[config.mk]
export PLATFORM = sky130hd
export DESIGN_NAME = multipath_slot_selector_core
export DESIGN_NICKNAME = d
export VERILOG_FILES = /design/src/rtl/core/mss_pkg.sv /design/src/rtl/core/mss_rem_unit.sv /design/src/rtl/core/multipath_slot_selector_core.sv
export SDC_FILE = /design/constraint.sdc
export NUM_CORES = 1
export LEC_CHECK = 0
export BUFFER_PORTS_ARGS = -buffer_cell sky130_fd_sc_hd__clkbuf_2
export CORE_MARGIN = 2
export CORE_UTILIZATION = 39
export DETAILED_ROUTE_END_ITERATION = 16
export GPL_TIMING_DRIVEN = 0
export SKIP_CTS_REPAIR_TIMING = 1
export SYNTH_ARGS = -nofsm -noshare
export SYNTH_HDL_FRONTEND = slang
export SYNTH_SLANG_ARGS = --single-unit
[constraint.sdc]
create_clock -name clk -period 25.2 [get_ports clk]
set_clock_uncertainty 0.15 [all_clocks]
set_input_delay 1.26 -clock clk [delete_from_list [all_inputs] [get_ports clk]]
set_output_delay 1.26 -clock clk [all_outputs]
set_load 0.05 [all_outputs]
[src/rtl/core/mss_pkg.sv]
// ----------------------------------------------------------------------------
// mss_pkg
// Shared types and constants for the multipath slot selector.
// ----------------------------------------------------------------------------
package mss_pkg;

	localparam int KEY_BYTES         = 16;
	localparam int REM_BITS_PER_STEP = 4;
	localparam int MOD_STEPS         = 32 / REM_BITS_PER_STEP;

	typedef enum logic [2:0] {
		ST_IDLE,
		ST_HASH,
		ST_PRIO,
		ST_MOD,
		ST_SCAN,
		ST_DONE
	} mss_state_t;

	typedef logic [2:0] cfg_idx_t;

	localparam cfg_idx_t CFG_NODE_ID       = 3'd0;
	localparam cfg_idx_t CFG_PER_FLOW_MODE = 3'd1;
	localparam cfg_idx_t CFG_PATH_ID_MODE  = 3'd2;
	localparam cfg_idx_t CFG_LAST_SLOT     = 3'd3;
	localparam cfg_idx_t CFG_SLOT_OCCUPIED = 3'd4;
	localparam cfg_idx_t CFG_ADDR_SHIFT    = 3'd5;
	localparam cfg_idx_t CFG_ADDR_MASK     = 3'd6;

endpackage

[src/rtl/core/mss_rem_unit.sv]
// ----------------------------------------------------------------------------
// mss_rem_unit
// Restoring remainder step: folds a few dividend bits into a running
// remainder modulo a 6-bit modulus (1..32).
// ----------------------------------------------------------------------------
module mss_rem_unit
	import mss_pkg::*;
(
	input  logic [4:0]                   rem_in,
	input  logic [REM_BITS_PER_STEP-1:0] bits_in,
	input  logic [5:0]                   modulus,
	output logic [4:0]                   rem_out
);

	always_comb begin
		logic [5:0] t;
		logic [4:0] r;
		r = rem_in;
		t = '0;
		for (int k = 0; k < REM_BITS_PER_STEP; k++) begin
			t = {r, bits_in[REM_BITS_PER_STEP-1-k]};
			if (t >= modulus) begin
				t = t - modulus;
			end
			r = t[4:0];
		end
		rem_out = r;
	end

endmodule

[src/rtl/core/multipath_slot_selector_core.sv]
// ----------------------------------------------------------------------------
// multipath_slot_selector_core
// Steps: hash mode runs byte-serial ST_HASH, ST_PRIO, ST_MOD with the
//   4-bit-per-cycle remainder unit, then ST_SCAN, one slot per cycle over
//   k (1..last_slot+1) slots, and ST_DONE; round robin starts at ST_MOD.
// A new item is taken only in ST_IDLE, after the last result left ST_DONE.
// Reset: asynchronous; config and control to defaults, round robin pointer 0.
// ----------------------------------------------------------------------------
module multipath_slot_selector_core
	import mss_pkg::*;
(
	input  logic        clk,
	input  logic        arst_n,

	input  logic        cfg_we,
	input  cfg_idx_t    cfg_index,
	input  logic [31:0] cfg_data,

	input  logic        in_valid,
	output logic        in_stall,
	input  logic [31:0] src_addr,
	input  logic [31:0] dst_addr,
	input  logic [31:0] flow_id,
	input  logic [31:0] path_prio,

	output logic        out_valid,
	input  logic        out_stall,
	output logic [4:0]  slot_index,
	output logic        slot_found
);

	logic [31:0] node_id_q;
	logic        per_flow_mode_q;
	logic        path_id_mode_q;
	logic [4:0]  last_slot_q;
	logic [31:0] slot_occupied_q;
	logic [4:0]  addr_shift_q;
	logic [31:0] addr_mask_q;

	mss_state_t  state_q, state_d;
	logic [4:0]  rr_q;
	logic        out_valid_q;
	logic [4:0]  slot_index_q;
	logic        slot_found_q;

	logic [127:0] key_q;
	logic [31:0]  h_q;
	logic [31:0]  prio_q;
	logic [4:0]   rem_q;
	logic [4:0]   pos_q;
	logic [4:0]   cnt_q;
	logic [4:0]   chosen_q;
	logic         found_q;

	logic        hash_mode;
	logic        accept;
	logic        out_free;
	logic        hash_last;
	logic        mod_last;
	logic        scan_hit;
	logic        scan_end;
	logic [5:0]  modulus;
	logic [4:0]  rem_next;
	logic [31:0] hash_next;
	logic [31:0] src_key;
	logic [31:0] dst_key;
	logic [7:0]  key_byte;

	// configuration
	always_ff @(posedge clk or negedge arst_n) begin
		if (!arst_n) begin
			node_id_q       <= '0;
			per_flow_mode_q <= 1'b0;
			path_id_mode_q  <= 1'b0;
			last_slot_q     <= '0;
			slot_occupied_q <= '0;
			addr_shift_q    <= '0;
			addr_mask_q     <= '1;
		end else if (cfg_we) begin
			case (cfg_index)
				CFG_NODE_ID:       node_id_q       <= cfg_data;
				CFG_PER_FLOW_MODE: per_flow_mode_q <= cfg_data[0];
				CFG_PATH_ID_MODE:  path_id_mode_q  <= cfg_data[0];
				CFG_LAST_SLOT:     last_slot_q     <= cfg_data[4:0];
				CFG_SLOT_OCCUPIED: slot_occupied_q <= cfg_data;
				CFG_ADDR_SHIFT:    addr_shift_q    <= cfg_data[4:0];
				CFG_ADDR_MASK:     addr_mask_q     <= cfg_data;
				default: begin
				end
			endcase
		end
	end

	assign hash_mode = per_flow_mode_q | path_id_mode_q;
	assign accept    = in_valid & ~in_stall;
	assign out_free  = ~out_valid_q | ~out_stall;
	assign modulus   = {1'b0, last_slot_q} + 6'd1;
	assign hash_last = (cnt_q[3:0] == 4'(KEY_BYTES - 1));
	assign mod_last  = (cnt_q[2:0] == 3'(MOD_STEPS - 1));
	assign scan_hit  = slot_occupied_q[pos_q];
	assign scan_end  = (cnt_q == last_slot_q);
	assign src_key   = (src_addr >> addr_shift_q) & addr_mask_q;
	assign dst_key   = (dst_addr >> addr_shift_q) & addr_mask_q;
	assign key_byte  = key_q[7:0];
	assign hash_next = {h_q[28:0], 3'b000} + h_q + {{24{key_byte[7]}}, key_byte};

	mss_rem_unit u_rem (
		.rem_in  (rem_q),
		.bits_in (h_q[31 -: REM_BITS_PER_STEP]),
		.modulus (modulus),
		.rem_out (rem_next)
	);

	// next state
	always_comb begin
		state_d = state_q;
		case (state_q)
			ST_IDLE: begin
				if (in_valid) begin
					state_d = hash_mode ? ST_HASH : ST_MOD;
				end
			end
			ST_HASH: begin
				if (hash_last) begin
					state_d = ST_PRIO;
				end
			end
			ST_PRIO: state_d = ST_MOD;
			ST_MOD: begin
				if (mod_last) begin
					state_d = ST_SCAN;
				end
			end
			ST_SCAN: begin
				if (scan_hit || scan_end) begin
					state_d = ST_DONE;
				end
			end
			ST_DONE: begin
				if (out_free) begin
					state_d = ST_IDLE;
				end
			end
			default: state_d = ST_IDLE;
		endcase
	end

	// outputs
	always_comb begin
		in_stall   = (state_q != ST_IDLE);
		out_valid  = out_valid_q;
		slot_index = slot_index_q;
		slot_found = slot_found_q;
	end

	// control
	always_ff @(posedge clk or negedge arst_n) begin
		if (!arst_n) begin
			state_q     <= ST_IDLE;
			rr_q        <= '0;
			out_valid_q <= 1'b0;
		end else begin
			state_q <= state_d;
			if (state_q == ST_DONE && out_free) begin
				out_valid_q <= 1'b1;
				if (!hash_mode) begin
					rr_q <= (chosen_q == last_slot_q) ? 5'd0 : chosen_q + 5'd1;
				end
			end else if (!out_stall) begin
				out_valid_q <= 1'b0;
			end
		end
	end

	// datapath
	always_ff @(posedge clk) begin
		case (state_q)
			ST_IDLE: begin
				if (accept) begin
					key_q  <= {flow_id, dst_key, src_key, node_id_q};
					h_q    <= hash_mode ? 32'd0 : {27'd0, rr_q};
					prio_q <= path_prio;
					cnt_q  <= '0;
					rem_q  <= '0;
				end
			end
			ST_HASH: begin
				h_q   <= hash_next;
				key_q <= key_q >> 8;
				cnt_q <= hash_last ? 5'd0 : cnt_q + 5'd1;
			end
			ST_PRIO: begin
				if (path_id_mode_q) begin
					h_q <= h_q + prio_q;
				end
			end
			ST_MOD: begin
				rem_q <= rem_next;
				h_q   <= h_q << REM_BITS_PER_STEP;
				cnt_q <= mod_last ? 5'd0 : cnt_q + 5'd1;
				if (mod_last) begin
					pos_q <= rem_next;
				end
			end
			ST_SCAN: begin
				if (scan_hit || scan_end) begin
					chosen_q <= pos_q;
					found_q  <= scan_hit;
				end else begin
					pos_q <= (pos_q == last_slot_q) ? 5'd0 : pos_q + 5'd1;
					cnt_q <= cnt_q + 5'd1;
				end
			end
			ST_DONE: begin
				if (out_free) begin
					slot_index_q <= chosen_q;
					slot_found_q <= found_q;
				end
			end
			default: begin
			end
		endcase
	end

	a_found_is_occupied: assert property (@(posedge clk) disable iff (!arst_n)
		out_valid && slot_found |-> slot_occupied_q[slot_index])
		else $error("reported slot is not occupied");

	a_index_in_range: assert property (@(posedge clk) disable iff (!arst_n)
		out_valid |-> slot_index <= last_slot_q)
		else $error("slot index beyond last slot");

	a_scan_in_range: assert property (@(posedge clk) disable iff (!arst_n)
		state_q == ST_SCAN |-> pos_q <= last_slot_q && cnt_q <= last_slot_q)
		else $error("scan position out of range");

	a_rem_below_mod: assert property (@(posedge clk) disable iff (!arst_n)
		state_q == ST_MOD |=> rem_q <= last_slot_q)
		else $error("remainder not below modulus");

endmodule

==> flow_metrics.tcl, run 1 <==
set metrics [dict create \
    layout-area-overhead-vs-synth_pct 15.5 \
    timing_max_transition_violations_final 0 \
    timing.max_slew.rel_slack_pct 19.7 \
    synth-edff-count 219 \
    standard_cell_rows 85 \
    dp_hpwl_mm 50.2 \
    post_drt_via_cell_ratio 5.64 \
    synth_flop_cell "edfxtp_1" \
    period_needed_ns 9.11 \
    crit_path_top_delay_cell "dfrtp_1" \
    async_reset_ff_share_pct 34.8 \
    die_w_um 237 \
    overall_overflow_remaining_after_global_route 0 \
    synth.top_cells.by_area "edfxtp_1, dfrtp_1, mux2_2, nand2_1, ha_1" \
    total_number_of_vias 16663 \
    floorplan.initialDensity_pct 39.4 \
    layout-drive-gt1-share_pct 20.5 \
    layout.cell_area.non_filler_um2 24500 \
    critical_path.startpoint_type "register" \
    post_synth_inst_count 2003 \
    layout.nets 2516 \
    final_antenna_net_count 0 \
    ctsRootBufferMaster "clkbuf_16" \
    hold_class "register to register" \
    1st_iter_drt_viols 1154 \
    max_cap_violations 0 \
    worst_path_largest_cell_delay_ns 0.47 \
    grt_pass1_wl_mm 98.9 \
    worst_setup_path_end_kind "register" \
    max-clock-path-buffers 3 \
    die-area_um2 56300 \
    antenna_violations_before_repair 1 \
    gp_congestion 0.967 \
    core_area_um2 53800 \
    achievable-frequency_mhz 110 \
    run_status "completed" \
    cp.arrival_ns 9.27 \
    clock_tree_from_tritoncts "done" \
    via_count_of_the_first_global_routing_pass 16844 \
    inserted_clock_buffers 39 \
    global_route.usage.total_pct 22.8 \
    routed_wire_length_per_instance_um 21.7 \
    syn_area_um2 21200 \
    setup_violators_final 0 \
    clkSinkCount 336 \
    io-pin-count 176 \
    wl_mm 64.1 \
    timing.final.crit_share_pct 36.2 \
    synthesis.yosys.warnings 0 \
    drt_pass1_iterations 5 \
    cp.required_ns 25.35 \
    final_hold_viol_count 0 \
    fin_tns_setup_ns 0 \
    critPathMostFrequentCell "ha_1" \
    synth-seq-cells 336 \
    synth_sequential_area_ratio_pct 45.0 \
    timing_worst_slew_pin_value_ns 1.19 \
    critPathKind "register to register" \
    crit_fanout 8 \
    insertedDiodeCount 0 \
    numPortBuffers 175 \
    synth_top_cell_area_share_pct 31.0 \
    grt_max_degree 111 \
    clk_transition_reported_paths_ns 0.06 \
    detail_route.drc_violations 0 \
    yosys.area.top_type "edfxtp_1" \
    setup_repair_after_global_routing_missed_its_margin "no" \
    clock_insertion_delay_at_the_later_pin_of_the_skew_report_ns 0.57 \
    dieHeight_um 237 \
    placedInstanceArea_um2 23100 \
    fillers 5118 \
    syn_nets 2294 \
    yosysUniqueCellTypes 73 \
    htree_num_levels 2 \
    synth_area_per_cell_um2 10.6 \
]
## Yosys cell counts (all sizes together) (32+ instances only)
master	number
mux2i	76
nor2	92
inv	52
dfstp	32
clkbuf	79
a21o	39
mux2	133
a21oi	116
xor2	38
o21ai	121
nand2	376
fa	34
xnor2	60
ha	89
edfxtp	219
dfrtp	85
## registers in the layout, indices dropped and copies added, names as in the netlist
name / flops
addr_shift_q: 5
cnt_q: 5
out_valid: 1
rem_q: 5
per_flow_mode_q: 1
chosen_q: 5
path_id_mode_q: 1
slot_occupied_q: 32
last_slot_q: 5
h_q: 32
node_id_q: 32
state_q: 3
found_q: 1
slot_found: 1
slot_index: 5
prio_q: 32
key_q: 128
pos_q: 5
addr_mask_q: 32
rr_q: 5
## worst max-delay path: cells and delay by family, from the launching register on
family | cells | cell delay [ns]
mux | 3 | 1.14
compound gates | 12 | 2.67
xor+xnor | 1 | 0.45
simple gates | 11 | 1.62
fa+ha+maj | 7 | 2.34
flops | 1 | 0.47
## layer usage
layer | wire, um | track usage (%) | vias up
li1 | - | - | 7776
met1 | 28500 | 30.7 | 8299
met2 | 30600 | 38.4 | 491
met3 | 3450 | 3.36 | 95
met4 | 1580 | 6.21 | 2
met5 | 12 | 0 | -
## placed cells by master, fill, tap and decap left out, types with 8 or more instances in the layout
master / n
nand2_1: 375
edfxtp_1: 219
clkbuf_2: 175
mux2_2: 132
o21ai_0: 120
a21oi_1: 115
nor2_1: 90
clkbuf_1: 89
ha_1: 89
dfrtp_1: 85
mux2i_1: 76
xnor2_1: 59
inv_1: 52
clkbuf_16: 41
a21o_1: 39
xor2_1: 38
fa_1: 34
dfstp_2: 32
mux4_2: 31
nand3_1: 29
nor2b_1: 27
a211oi_1: 21
nor3_1: 19
buf_1: 17
o221ai_1: 16
a31oi_1: 15
o22ai_1: 13
o21bai_1: 13
nand2b_1: 12
a22oi_1: 12
a311oi_1: 10
nor3b_1: 9
o21a_1: 8
a22o_1: 8
clkbuf_8: 8
## cells by family after synthesis
family	synth area share [%]
compound gates	13.3
fa+ha+maj	8.56
xor+xnor	4.13
mux	13.9
buf+inv	2.79
flops	45.0
simple gates	12.3
## per-stage QoR
| stage | worst slack [ns] | util (%) | hold WS (ns) | std cells |
|---|---|---|---|---|
| after global placement | 16.29 | 42.7 | 0.257 | 2874 |
| final | 16.09 | 45.6 | 0.296 | 2952 |
| after global routing | 15.62 | 45.6 | 0.313 | 2952 |
| after floorplan | 17.12 | - | 0.250 | 2003 |
| after detailed placement | 16.18 | 43.0 | 0.286 | 2879 |
| after CTS | 16.16 | 45.5 | 0.296 | 2951 |
## layout make-up
| cell class | count | area (um2) | share of cell area [%] |
|---|---|---|---|
| timing repair buffer | 181 | 1050 | 4.28 |
| multi-input combinational | 1512 | 11100 | 45.3 |
| clock buffer | 59 | 1160 | 4.75 |
| buffer | 101 | 389 | 1.59 |
| clock inverter | 13 | 186 | 0.760 |
| tap | 696 | 871 | 3.55 |
| sequential | 336 | 9540 | 38.9 |
| inverter | 54 | 203 | 0.827 |
## worst paths after layout
path | from | endpoint | slack, ns | depth (start not counted)
worst max-delay path | last_slot_q[1]$_DFFE_PN0P_ | rem_q[1]$_SDFFCE_PN0P_ | 16.09 | 34
worst min-delay path | found_q$_DFFE_PP_ | slot_found$_DFFE_PP_ | 0.30 | 0
worst max register to register | last_slot_q[1]$_DFFE_PN0P_ | rem_q[1]$_SDFFCE_PN0P_ | 16.09 | 34
worst min register to register | found_q$_DFFE_PP_ | slot_found$_DFFE_PP_ | 0.30 | 0
max in group asynchronous | arst_n | rr_q[3]$_DFFE_PN0P_ | 23.75 | 2
min in group asynchronous | arst_n | addr_shift_q[1]$_DFFE_PN0P_ | 0.36 | 1
Power of run 1 is not shown: default switching activity piles up to over one toggle a cycle in this logic, so the estimate is an artifact.
==> run 2: changes to the inputs <==
Clock period 25.2 ns to 8.1 ns, I/O delays scaled along.
==> flow_metrics.tcl, run 2 (same netlist as run 1, synthesis figures left out) <==
set metrics [dict create \
    htree_num_levels 2 \
    floorplan.initialDensity_pct 39.4 \
    run_status "finished, violations left" \
    inserted_clock_buffers 39 \
    final_hold_viol_count 6 \
    layout_commonest_cell "nand2_1" \
    cp.required_ns 8.34 \
    die-area_um2 56300 \
    worstHoldPathCells 3 \
    die_w_um 237 \
    core_area_um2 53800 \
    routed_wire_length_per_instance_um 21.5 \
    clk_transition_reported_paths_ns 0.06 \
    timing_max_transition_violations_final 0 \
    detail_route.drc_violations 0 \
    max_flop_register "key_q" \
    numPortBuffers 175 \
    ctsRootBufferMaster "clkbuf_16" \
    dieHeight_um 237 \
    achievable-frequency_mhz 125 \
    grt_pass1_wl_mm 98.9 \
    max-clock-path-buffers 3 \
    hold_class "input pin to register" \
    via_count_of_the_first_global_routing_pass 16844 \
    setup_violators_final 0 \
    multiInputGateArea_um2 11300 \
    fillers 5009 \
    clock_insertion_delay_at_the_later_pin_of_the_skew_report_ns 0.57 \
    clock_tree_from_tritoncts "done" \
    io-pin-count 176 \
    timing_worst_slew_pin_value_ns 1.26 \
    global_route.usage.total_pct 22.8 \
    1st_iter_drt_viols 1147 \
    crit_path_top_delay_cell "dfrtp_2" \
    layout.nets 2596 \
    post_drt_via_cell_ratio 5.58 \
    timing.final.crit_share_pct 98.9 \
    worst_setup_path_end_kind "register" \
    worst_hold_check_slack_ns -0.0352 \
    setup_slack_after_placement_ns -0.921 \
    drt_pass1_iterations 5 \
    final_antenna_net_count 0 \
    area.sequential_um2 9550 \
    dp_hpwl_mm 50.2 \
    timing.final.ws_setup_ns 0.0886 \
    mostFrequentLayoutCells "nand2_1, edfxtp_1, clkbuf_2, mux2_2, o21ai_0" \
    timing.max_slew.rel_slack_pct 15.5 \
    insertedDiodeCount 0 \
    cp.arrival_ns 8.25 \
    timing.rr.start "last_slot_q[1]$_DFFE_PN0P_" \
    standard_cell_rows 85 \
    crit_fanout 8 \
    critPathKind "register to register" \
    layout-area-overhead-vs-synth_pct 20.2 \
    critPathMostFrequentCell "ha_4" \
    gp_congestion 0.967 \
    violations "hold timing" \
    placedInstanceArea_um2 23100 \
    overall_overflow_remaining_after_global_route 0 \
    worst_path_largest_cell_delay_ns 0.43 \
    antenna_violations_before_repair 1 \
    period_needed_ns 8.01 \
    grt_max_degree 111 \
    max_cap_violations 0 \
    whs_endpoint "key_q[101]$_DFFE_PP_" \
    r2r.worst_path.cells 34 \
    critical_path.startpoint_type "register" \
    worstReg2RegEnd "pos_q[2]$_DFFE_PP_" \
    worst_min_path_start "flow_id[5]" \
    wl_mm 65.3 \
    max_reg_flops 128 \
    fin_tns_setup_ns 0 \
    total_number_of_vias 16908 \
    ff2ff_setup_slack_ns 0.09 \
    layout-drive-gt1-share_pct 21.5 \
    final_core_utilization_pct 47.4 \
    clkSinkCount 336 \
    layout.cell_area.non_filler_um2 25500 \
]
[run 2: changes by cell type in the layout (fill, tap and decap cells not counted), moves of 4 or more]
cell / before / now
dlygate4sd3_1: 0 / 66
buf_4: 1 / 15
a21oi_1: 115 / 111
a21oi_2: 0 / 4
o221ai_1: 16 / 12
ha_4: 0 / 5
ha_1: 89 / 83
[run 2: worst max-delay path: cells and delay by family, from the launching register on]
family / cells / cell delay, ns
multiplexers: 2 / 0.66
buffers and inverters: 3 / 0.51
XOR/XNOR: 1 / 0.22
AND/OR/NAND/NOR: 8 / 1.06
AO/OA/AOI/OAI: 13 / 2.76
flip-flops: 1 / 0.43
adder cells (fa/ha/maj): 7 / 2.01
[run 2: metal layers]
| metal | routed length (um) | part of all wire [%] | track usage [%] |
|---|---|---|---|
| met5 | 12 | 0.018 | 0 |
| met4 | 1650 | 2.5 | 6.21 |
| met3 | 3480 | 5.3 | 3.36 |
| met2 | 31300 | 48 | 38.4 |
| met1 | 28800 | 44 | 30.7 |
[run 2: worst max path at each step]
stage / endpoint / cells after the start / from / slack (ns)
after detailed placement: rem_q[1]$_SDFFCE_PN0P_ / 34 / last_slot_q[1]$_DFFE_PN0P_ / -0.92
final: pos_q[2]$_DFFE_PP_ / 34 / last_slot_q[1]$_DFFE_PN0P_ / 0.09
after CTS: rem_q[1]$_SDFFCE_PN0P_ / 34 / last_slot_q[1]$_DFFE_PN0P_ / -0.94
after global routing: pos_q[2]$_DFFE_PP_ / 34 / last_slot_q[1]$_DFFE_PN0P_ / -0.18
after floorplan: rem_q[1]$_SDFFCE_PN0P_ / 34 / last_slot_q[1]$_DFFE_PN0P_ / 0.02
after global placement: rem_q[1]$_SDFFCE_PN0P_ / 34 / last_slot_q[1]$_DFFE_PN0P_ / -0.81
[run 2: per-stage QoR]
stage / cells / hold WS, ns
after floorplan: 2003 / -0.0406
after global placement: 2874 / 0.257
after detailed placement: 2879 / 0.0854
after CTS: 2951 / -0.509
after global routing: 3032 / -0.000102
final: 3032 / -0.0352
[run 2: layout make-up]
class,count,share of cell area [%]
Clock inverter,13,0.731
Tap cell,696,3.41
Buffer,101,1.54
Inverter,54,0.804
Timing Repair Buffer,261,7.12
Multi-Input combinational cell,1512,44.4
Sequential cell,336,37.4
Clock buffer,59,4.56
Power of run 2 is left out for the same reason.
